### src/rtl/rvds_pkg.sv
// Package for the RV32I decode and fetch steering block.
// Holds major opcode constants, operation codes, steering actions and the item types.
// No dependencies.
`default_nettype none

package rvds_pkg;

  // Major opcodes.
  localparam logic [6:0] OPC_LUI    = 7'h37;
  localparam logic [6:0] OPC_AUIPC  = 7'h17;
  localparam logic [6:0] OPC_JAL    = 7'h6f;
  localparam logic [6:0] OPC_JALR   = 7'h67;
  localparam logic [6:0] OPC_LOAD   = 7'h03;
  localparam logic [6:0] OPC_OPIMM  = 7'h13;
  localparam logic [6:0] OPC_BRANCH = 7'h63;
  localparam logic [6:0] OPC_STORE  = 7'h23;
  localparam logic [6:0] OPC_OP     = 7'h33;

  // funct7 values.
  localparam logic [6:0] F7_BASE = 7'h00;
  localparam logic [6:0] F7_ALT  = 7'h20;

  // Stream widths.
  localparam int unsigned IN_DATA_W  = 96;
  localparam int unsigned OUT_DATA_W = 48;

  typedef enum logic [5:0] {
    OP_LUI   = 6'd0,  OP_AUIPC = 6'd1,  OP_JAL  = 6'd2,  OP_JALR = 6'd3,
    OP_LB    = 6'd4,  OP_LH    = 6'd5,  OP_LW   = 6'd6,  OP_LBU  = 6'd7,
    OP_LHU   = 6'd8,  OP_ADDI  = 6'd9,  OP_SLTI = 6'd10, OP_SLTIU = 6'd11,
    OP_XORI  = 6'd12, OP_ORI   = 6'd13, OP_ANDI = 6'd14, OP_SLLI = 6'd15,
    OP_SRLI  = 6'd16, OP_SRAI  = 6'd17, OP_BEQ  = 6'd18, OP_BNE  = 6'd19,
    OP_BLT   = 6'd20, OP_BGE   = 6'd21, OP_BLTU = 6'd22, OP_BGEU = 6'd23,
    OP_SB    = 6'd24, OP_SH    = 6'd25, OP_SW   = 6'd26, OP_ADD  = 6'd27,
    OP_SUB   = 6'd28, OP_SLL   = 6'd29, OP_SLT  = 6'd30, OP_SLTU = 6'd31,
    OP_XOR   = 6'd32, OP_SRL   = 6'd33, OP_SRA  = 6'd34, OP_OR   = 6'd35,
    OP_AND   = 6'd36
  } op_t;

  typedef enum logic [1:0] {
    ACT_NONE     = 2'd0,
    ACT_REDIRECT = 2'd1,
    ACT_STALL    = 2'd2
  } action_t;

  typedef struct packed {
    logic [31:0]        table_target;
    logic               table_hit;
    logic [31:0]        instr_pc;
    logic signed [12:0] imm_value;
    logic [6:0]         funct7;
    logic [2:0]         funct3;
    logic [6:0]         opcode;
  } instr_t;

  typedef struct packed {
    logic        prediction_made;
    logic [31:0] fetch_target;
    action_t     fetch_action;
    logic        illegal;
    op_t         op_code;
  } result_t;

endpackage

`default_nettype wire

### src/rtl/rvds_decode.sv
// Combinational classifier: RV32I operation code, illegal flag and fetch steering.
// Depends on rvds_pkg.
`default_nettype none

module rvds_decode
  import rvds_pkg::*;
(
  input  instr_t  instr,
  output result_t res
);

  op_t  op;
  logic bad;
  logic imm_pos;

  always_comb begin
    op  = OP_LUI;
    bad = 1'b0;
    case (instr.opcode)
      OPC_LUI:   op = OP_LUI;
      OPC_AUIPC: op = OP_AUIPC;
      OPC_JAL:   op = OP_JAL;
      OPC_JALR: begin
        op  = OP_JALR;
        bad = (instr.funct3 != 3'd0);
      end
      OPC_LOAD: begin
        case (instr.funct3)
          3'd0:    op = OP_LB;
          3'd1:    op = OP_LH;
          3'd2:    op = OP_LW;
          3'd4:    op = OP_LBU;
          3'd5:    op = OP_LHU;
          default: bad = 1'b1;
        endcase
      end
      OPC_OPIMM: begin
        // shift-left immediate takes any funct7
        case (instr.funct3)
          3'd0: op = OP_ADDI;
          3'd1: op = OP_SLLI;
          3'd2: op = OP_SLTI;
          3'd3: op = OP_SLTIU;
          3'd4: op = OP_XORI;
          3'd5: begin
            if (instr.funct7 == F7_BASE) begin
              op = OP_SRLI;
            end else if (instr.funct7 == F7_ALT) begin
              op = OP_SRAI;
            end else begin
              bad = 1'b1;
            end
          end
          3'd6:    op = OP_ORI;
          default: op = OP_ANDI;
        endcase
      end
      OPC_BRANCH: begin
        case (instr.funct3)
          3'd0:    op = OP_BEQ;
          3'd1:    op = OP_BNE;
          3'd4:    op = OP_BLT;
          3'd5:    op = OP_BGE;
          3'd6:    op = OP_BLTU;
          3'd7:    op = OP_BGEU;
          default: bad = 1'b1;
        endcase
      end
      OPC_STORE: begin
        case (instr.funct3)
          3'd0:    op = OP_SB;
          3'd1:    op = OP_SH;
          3'd2:    op = OP_SW;
          default: bad = 1'b1;
        endcase
      end
      OPC_OP: begin
        if (instr.funct7 == F7_BASE) begin
          case (instr.funct3)
            3'd0:    op = OP_ADD;
            3'd1:    op = OP_SLL;
            3'd2:    op = OP_SLT;
            3'd3:    op = OP_SLTU;
            3'd4:    op = OP_XOR;
            3'd5:    op = OP_SRL;
            3'd6:    op = OP_OR;
            default: op = OP_AND;
          endcase
        end else if (instr.funct7 == F7_ALT && instr.funct3 == 3'd0) begin
          op = OP_SUB;
        end else if (instr.funct7 == F7_ALT && instr.funct3 == 3'd5) begin
          op = OP_SRA;
        end else begin
          bad = 1'b1;
        end
      end
      default: bad = 1'b1;
    endcase
  end

  // strictly positive: sign clear and not zero
  assign imm_pos = !instr.imm_value[12] && (instr.imm_value != 13'sd0);

  always_comb begin
    res                 = '0;
    res.op_code         = op;
    res.fetch_action    = ACT_NONE;
    res.fetch_target    = 32'd0;
    res.prediction_made = 1'b0;
    res.illegal         = 1'b0;
    if (bad) begin
      res.op_code = OP_LUI;
      res.illegal = 1'b1;
    end else if (op == OP_JAL) begin
      if (instr.table_hit) begin
        res.fetch_action = ACT_REDIRECT;
        res.fetch_target = instr.table_target;
      end else begin
        res.fetch_action = ACT_STALL;
      end
    end else if (op == OP_JALR) begin
      res.fetch_action = ACT_STALL;
    end else if (instr.opcode == OPC_BRANCH) begin
      if (imm_pos) begin
        res.fetch_action    = ACT_REDIRECT;
        res.fetch_target    = instr.instr_pc + 32'd4;
        res.prediction_made = 1'b1;
      end else if (instr.table_hit) begin
        res.fetch_action    = ACT_REDIRECT;
        res.fetch_target    = instr.table_target;
        res.prediction_made = 1'b1;
      end else begin
        res.fetch_action = ACT_STALL;
      end
    end
  end

endmodule

`default_nettype wire

### src/rtl/rv32i_decode_fetch_steer.sv
// RV32I decode with fetch steering. One item in, one result out, registered in an
// input register and then a result register after the decode logic. A new
// item is taken every cycle while the result side keeps up; a stalled result
// holds in the output register while the input register still takes one more item.
// Depends on rvds_pkg and rvds_decode.
`default_nettype none

module rv32i_decode_fetch_steer
  import rvds_pkg::*;
(
  input  wire logic                  clk,
  input  wire logic                  rst,
  input  wire logic                  s_tvalid,
  output      logic                  s_tready,
  // opcode[6:0], funct3[9:7], funct7[16:10], imm_value[29:17],
  // instr_pc[61:30], table_target[93:62], zero pad[95:94]
  input  wire logic [IN_DATA_W-1:0]  s_tdata,
  // table_hit
  input  wire logic                  s_tuser,
  output      logic                  m_tvalid,
  input  wire logic                  m_tready,
  // op_code[5:0], fetch_action[7:6], fetch_target[39:8],
  // prediction_made[40], zero pad[47:41]
  output      logic [OUT_DATA_W-1:0] m_tdata,
  // illegal
  output      logic                  m_tuser
);

  logic    in_valid;
  instr_t  in_item;
  logic    out_valid;
  result_t out_item;
  result_t dec;
  logic    out_adv;

  assign out_adv  = !out_valid || m_tready;
  assign s_tready = !in_valid || out_adv;

  rvds_decode u_decode (
    .instr (in_item),
    .res   (dec)
  );

  always_ff @(posedge clk) begin
    if (rst) begin
      in_valid  <= 1'b0;
      out_valid <= 1'b0;
    end else begin
      if (s_tready) begin
        in_valid <= s_tvalid;
      end
      if (out_adv) begin
        out_valid <= in_valid;
      end
    end
  end

  always_ff @(posedge clk) begin
    if (s_tvalid && s_tready) begin
      in_item.opcode       <= s_tdata[6:0];
      in_item.funct3       <= s_tdata[9:7];
      in_item.funct7       <= s_tdata[16:10];
      in_item.imm_value    <= s_tdata[29:17];
      in_item.instr_pc     <= s_tdata[61:30];
      in_item.table_target <= s_tdata[93:62];
      in_item.table_hit    <= s_tuser;
    end
    if (out_adv && in_valid) begin
      out_item <= dec;
    end
  end

  assign m_tvalid = out_valid;
  assign m_tdata  = {7'd0, out_item.prediction_made, out_item.fetch_target,
                     out_item.fetch_action, out_item.op_code};
  assign m_tuser  = out_item.illegal;

endmodule

`default_nettype wire

### config.mk
export PLATFORM = sky130hd
export DESIGN_NAME = rv32i_decode_fetch_steer
export DESIGN_NICKNAME = d
export VERILOG_FILES = /design/src/rtl/rvds_pkg.sv /design/src/rtl/rvds_decode.sv /design/src/rtl/rv32i_decode_fetch_steer.sv
export SDC_FILE = /design/constraint.sdc
export NUM_CORES = 1
export LEC_CHECK = 0
export BUFFER_PORTS_ARGS = -buffer_cell sky130_fd_sc_hd__buf_4
export CORE_UTILIZATION = 40
export CTS_CLUSTER_DIAMETER = 150
export DETAILED_ROUTE_END_ITERATION = 8
export PLACE_DENSITY = 0.64
export SYNTH_ARGS = -nofsm -noshare
export SYNTH_HDL_FRONTEND = slang
export SYNTH_SLANG_ARGS = --single-unit
### constraint.sdc
create_clock -name clk -period 7.9 [get_ports clk]
set_input_delay 0.79 -clock clk [delete_from_list [all_inputs] [get_ports clk]]
set_output_delay 0.79 -clock clk [all_outputs]
set_load 0.01 [all_outputs]
---- Word-level counts from Yosys, hierarchy flattened ----
Cells that the tools add are included.
storage, ports and cells
  flip-flop bits (word level) ............. 139
  input port bits ......................... 101
  output and inout port bits .............. 51
  logic and storage cells ................. 84
operators by class
  add/subtract/negate cells ............... 1
  eq/ne operators ......................... 19
  multiplexer cells ....................... 30
  bitwise logic cells ..................... 1
  reduce and logical (&&, ||, !) cells .... 19
operators by type and width
  kind                                                             number
  6-bit one-hot mux with 7 select lines                            2
  34-bit two-way mux                                               2
  32-bit two-way mux                                               2
  6-bit one-hot mux with 8 select lines                            1
  35-bit two-way mux                                               1
  33-bit two-way mux                                               1
  32-bit by 3-bit adder with 32-bit output, second input constant  1
  5-bit one-hot mux with 6 select lines                            1
  7-bit by 6-bit == test with 1-bit output, second input constant  4
  6-bit two-way mux                                                4
  7-bit == test, second input constant                             3
  4-bit one-hot mux with 5 select lines                            1
  5-bit one-hot mux with 3 select lines                            1
  7-bit by 5-bit == test with 1-bit output, second input constant  2
  13-bit nonzero test                                              1
  3-bit == test, second input constant                             4
  6-bit by 2-bit == test with 1-bit output, second input constant  2
  1-bit two-way mux                                                9
  7-bit by 2-bit == test with 1-bit output, second input constant  1
  7-bit zero test                                                  1
  7-bit two-way mux                                                1
  1-bit one-hot mux with 7 select lines                            1
  3-bit by 2-bit == test with 1-bit output, second input constant  2
  3-bit OR reduction                                               2
  other kinds (12)                                                 20

---- Depth between registers and ports, before layout ----
  depth after elaboration ................. 9
  depth in mapped cells ................... 12
  gate-level depth less buffers ........... 9

---- Hierarchy ----
Synthesis repeated with hierarchy kept, for this count alone.
unflattened totals
  cells, all modules ...................... 382
  area, all modules ....................... 5830.6 µm²
by module, submodules not included
  module                    instances  cells an instance  area an instance (µm²)  seq. area each (µm²)
  rv32i_decode_fetch_steer  1          155                4274.1                  4154.0
  rvds_decode               1          227                1556.5                  0.0

---- Worst setup path before layout ----
Ideal clock, no wire load.
  path kind ............................... input -> register
  from .................................... in m_tready
  to ...................................... reg in_item[0] (netlist bit) (enable)
  library setup time ...................... 465 ps
  data arrival time ....................... 3211 ps
  data required time ...................... 7435 ps
  path slack .............................. 4224 ps
  stages on the path ...................... 3
  path buffers ............................ 0
  cells stage by stage .................... nor2b_1 > nand2_1 > and2_1
between the ends
  word-level cells in the longest chain between the ends .. 3
RTL lines
  what                RTL line                        source
  from (decl)         rv32i_decode_fetch_steer.sv:21  input wire logic m_tready,
  1-bit logical OR    rv32i_decode_fetch_steer.sv:36  assign out_adv = !out_valid || m_tready;
  1-bit logical OR    rv32i_decode_fetch_steer.sv:37  assign s_tready = !in_valid || out_adv;
  named net s_tready  rv32i_decode_fetch_steer.sv:14  output logic s_tready,
  1-bit logical AND   rv32i_decode_fetch_steer.sv:59  if (s_tvalid && s_tready) begin
  to (decl)           rv32i_decode_fetch_steer.sv:30  instr_t in_item;
The timed path passes the listed nets, and every way through them passes these cells.
A chain may end at the register's enable or synchronous reset.

---- Worst setup path in the final report ----
  from .................................... reg in_item[9] (netlist bit)
  to ...................................... reg out_item, in the netlist m_tdata[33] (data pin)
between the ends
  word-level cells in the longest chain between the ends .. 9
  elaborated cells between the ends (all ways) .. 35
  those cells by class .................... 9 x eq/ne; 19 x mux; 7 x reduce/logical
RTL lines
  what                                      RTL line                        source
  3-bit == test                             -
  1-bit logical AND                         rvds_decode.sv:91               end else if (instr.funct7 == F7_ALT && instr.funct3 == 3'd5) begin
  6-bit two-way mux                         rvds_decode.sv:91
  6-bit two-way mux                         rvds_decode.sv:89               end else if (instr.funct7 == F7_ALT && instr.funct3 == 3'd0) begin
  6-bit two-way mux                         rvds_decode.sv:78               if (instr.funct7 == F7_BASE) begin
  6-bit one-hot mux with 8 select lines     rvds_decode.sv:19               case (instr.opcode)
  6-bit by 2-bit == test with 1-bit output  rvds_decode.sv:121              end else if (op == OP_JALR) begin
  32-bit two-way mux                        rvds_decode.sv:121
  34-bit two-way mux                        rvds_decode.sv:114              end else if (op == OP_JAL) begin
  to (signal assigned)                      rv32i_decode_fetch_steer.sv:69  out_item <= dec;
  to (decl)                                 rv32i_decode_fetch_steer.sv:32  result_t out_item;
Parallel ways exist; a longest one is shown, timed or not.

==> impl_metrics.ini <==
[logic_synthesis]
netlist_area_um2 = 6410
ys_ff_latch = 139
syn-mean-instance-area_um2 = 13.8
ys_seq_area_frac = 0.648
yosysWarnings = 0
synth_ff_type = edfxtp_1
synth.distinct_cells = 64
synth_cells = 464
ys_async_sr_fraction = 0
synth_edf_count = 137

[global_route]
grt_usage = 0.175
antenna_found_initial = 0
grt_overflow = 0
first_global_vias = 4133
grt_max_degree = 64
grt_pass1_wl_mm = 21.3

[worst_setup_path]
reg2regPathDepth = 9
start_kind = flip-flop
r2r_start = in_item[9]
slowest_delay_ns = 0.75
critical_path_class = flip-flop to flip-flop
reg2reg_to = m_tdata[33]
end_kind = flip-flop
r2r_slack_ns = 4.03
path_max_fanout = 30
cp.arrival_ns = 4.15
crit_slowest_cell = a41oi_4
required_ns = 8.17
cp_cell_sequence = inv_1 > ha_1 > or4b_1 > a21oi_2 > nor4_4 > a41oi_4 > buf_4 > mux2_4 > nor2_2

[clock_network]
cts_hold_buf = 0
root_buffer = clkbuf_16
clock_sink_count = 139
clk_path_buf_depth = 2
cts_resized = 0
clkTransAtPathRegs_ns = 0.06
clk_latency_ns = 0.42
numCtsBuffers = 17
post-cts-setup-buffers = 0
htreeDepth = 4
tritoncts = built

[drt]
wl_met2_mm = 6.70
drc = 0
detail-route-antenna-nets = 0
wl_met1_mm = 5.91
routed.top_layer = met4
drt-pass1-iter-count = 4
wl_met3_um = 629
vias = 4120
vias_per_cell = 4.95
drt_iter0_markers = 181
routed_wl_mm = 13.5
route.detailed.wl_per_inst_um = 16.2

[floorplan]
die_y_um = 129
rows = 45
initial_core_util = 0.416
die_w_um = 129
core_area_um2 = 15400
ios = 152
die_area_um2 = 16500

[sta]
report.final.slew_viol_count = 0
fin_ws_ns = 4.03
fmax_mhz = 258
fin_worst_skew_ns = 0.00690
finalCritPeriodShare = 0.490
relSlewSlack = 0.315
fin_tns_setup_ns = 0
rsz0062_at_grt = no
finalCriticalPeriod_ns = 3.87
tightestPinTransition_ns = 1.02
hold_viol = 0
finalSetupViolations = 0

[flow_run]
drv_cap = 0

[placement]
portBuffers = 142
placed_cells = 800
place_congestion = 0.853
dpl_worst_slack_ns = 4.06
dp_hpwl_mm = 9.43

[final_layout]
instances_no_fill = 832
final_core_util = 0.535
final_nets = 715
final_cell_mix = buf_4 (146), edfxtp_1 (137), nand2_1 (34)
fill_cells = 1327
final_layout_size_suffix_gt1_frac = 0.380
syn_to_final_growth_pct = 28.6
final_common_cell = buf_4
diodes = 0

[power_and_ir_drop]
total_leakage_power_nw = 2.98
power.density_nw_per_um2 = 227
total_power_w = 0.00187
ir_drop_mv = 0.162

[worst_hold_path]
whs_path_depth = 2
hold_path.class = flip-flop to flip-flop
whs_endpoint = m_tvalid
hp-start = in_valid

[status]
status = finished, final reports clean
-- worst max-delay path: cells and delay by family, from the launching register on --
kind,cells,cell delay (ns)
buffers and inverters,2,0.72
multiplexers,1,0.34
flip-flops,1,0.69
adder cells (fa/ha/maj),1,0.31
AO/OA/AOI/OAI,2,0.96
AND/OR/NAND/NOR,3,0.69
-- power by group --
group | total, W | leakage (nW) | switching [W] | internal (W)
sequential | 0.000879 | 1.31 | 0.0000232 | 0.000856
combinational | 0.000144 | 1.37 | 0.0000711 | 0.0000733
clock | 0.000850 | 0.300 | 0.000293 | 0.000557
total | 0.00187 | 2.98 | 0.000388 | 0.00149
-- Yosys cell counts (all sizes together), types with 2 or more instances --
master / instances / area, um^2
a2111oi: 2 / 36.3
a211oi: 3 / 22.5
a21o: 2 / 15.0
a21oi: 38 / 258
and2: 3 / 18.8
and3: 5 / 31.3
buf: 21 / 169
clkbuf: 6 / 22.5
dfxtp: 2 / 40.0
edfxtp: 137 / 4110
ha: 6 / 75.1
inv: 8 / 30.0
mux2: 7 / 105
nand2: 50 / 228
nand2b: 2 / 12.5
nand3: 15 / 75.1
nand3b: 26 / 195
nand4: 12 / 81.3
nor2: 30 / 130
nor2b: 9 / 56.3
nor3: 5 / 30.0
nor3b: 2 / 15.0
nor4: 6 / 67.6
nor4b: 2 / 23.8
o211ai: 2 / 15.0
o21ai: 5 / 25.0
o21bai: 2 / 15.0
o221ai: 3 / 26.3
o32ai: 2 / 25.0
or2: 4 / 25.0
or3b: 2 / 17.5
xnor2: 20 / 175
xor2: 9 / 78.8
-- metal layers --
layer | global-route usage | up-vias
li1 | - | 2014
met2 | 0.288 | 128
met5 | 0 | -
met1 | 0.219 | 1958
met4 | 0.0775 | 0
met3 | 0.0441 | 20
-- worst max path at each step --
stage | start | end | slack (ns) | cells past startpoint
floorplan | m_tready | in_item[0] | 4.22 | 3
global placement | in_item[9] | m_tdata[33] | 4.07 | 9
detailed placement | in_item[9] | m_tdata[33] | 4.06 | 9
CTS | in_item[9] | m_tdata[33] | 4.01 | 9
global route | in_item[9] | m_tdata[33] | 3.81 | 9
finish | in_item[9] | m_tdata[33] | 4.03 | 9
-- state kept, by name, summed over array words and instances, names as in the netlist --
| name | cells |
|---|---|
| m_tuser | 1 |
| in_item | 95 |
| m_tdata | 41 |
| m_tvalid | 1 |
| in_valid | 1 |
-- cell type report --
class | instances | area, um^2 | area share
Tap cell | 211 | 264 | 0.0320
Clock inverter | 13 | 199 | 0.0241
Clock buffer | 19 | 433 | 0.0525
Sequential cell | 139 | 4150 | 0.504
Inverter | 8 | 30.0 | 0.00364
Timing Repair Buffer | 146 | 1100 | 0.133
Multi-Input combinational cell | 296 | 2070 | 0.251
-- through the flow --
stage / area, um^2 / hold slack, ns
6_report: 8250 / 0.536
5_1_grt: 8250 / 0.521
4_1_cts: 8250 / 0.515
3_5_place_dp: 7620 / 0.530
3_3_place_gp: 7620 / 0.512
2_1_floorplan: 6440 / 0.478
-- cell families after synthesis --
kind of cell,share of synthesized area
other,0.000585
xor gates and xnor gates,0.0396
buffers and inverters,0.0345
adders and majority gates,0.0117
muxes,0.0164
DFF,0.648
and+or+nand+nor,0.165
AOI/OAI and AO/OA,0.0841
Power figures use the tool's default switching activity.
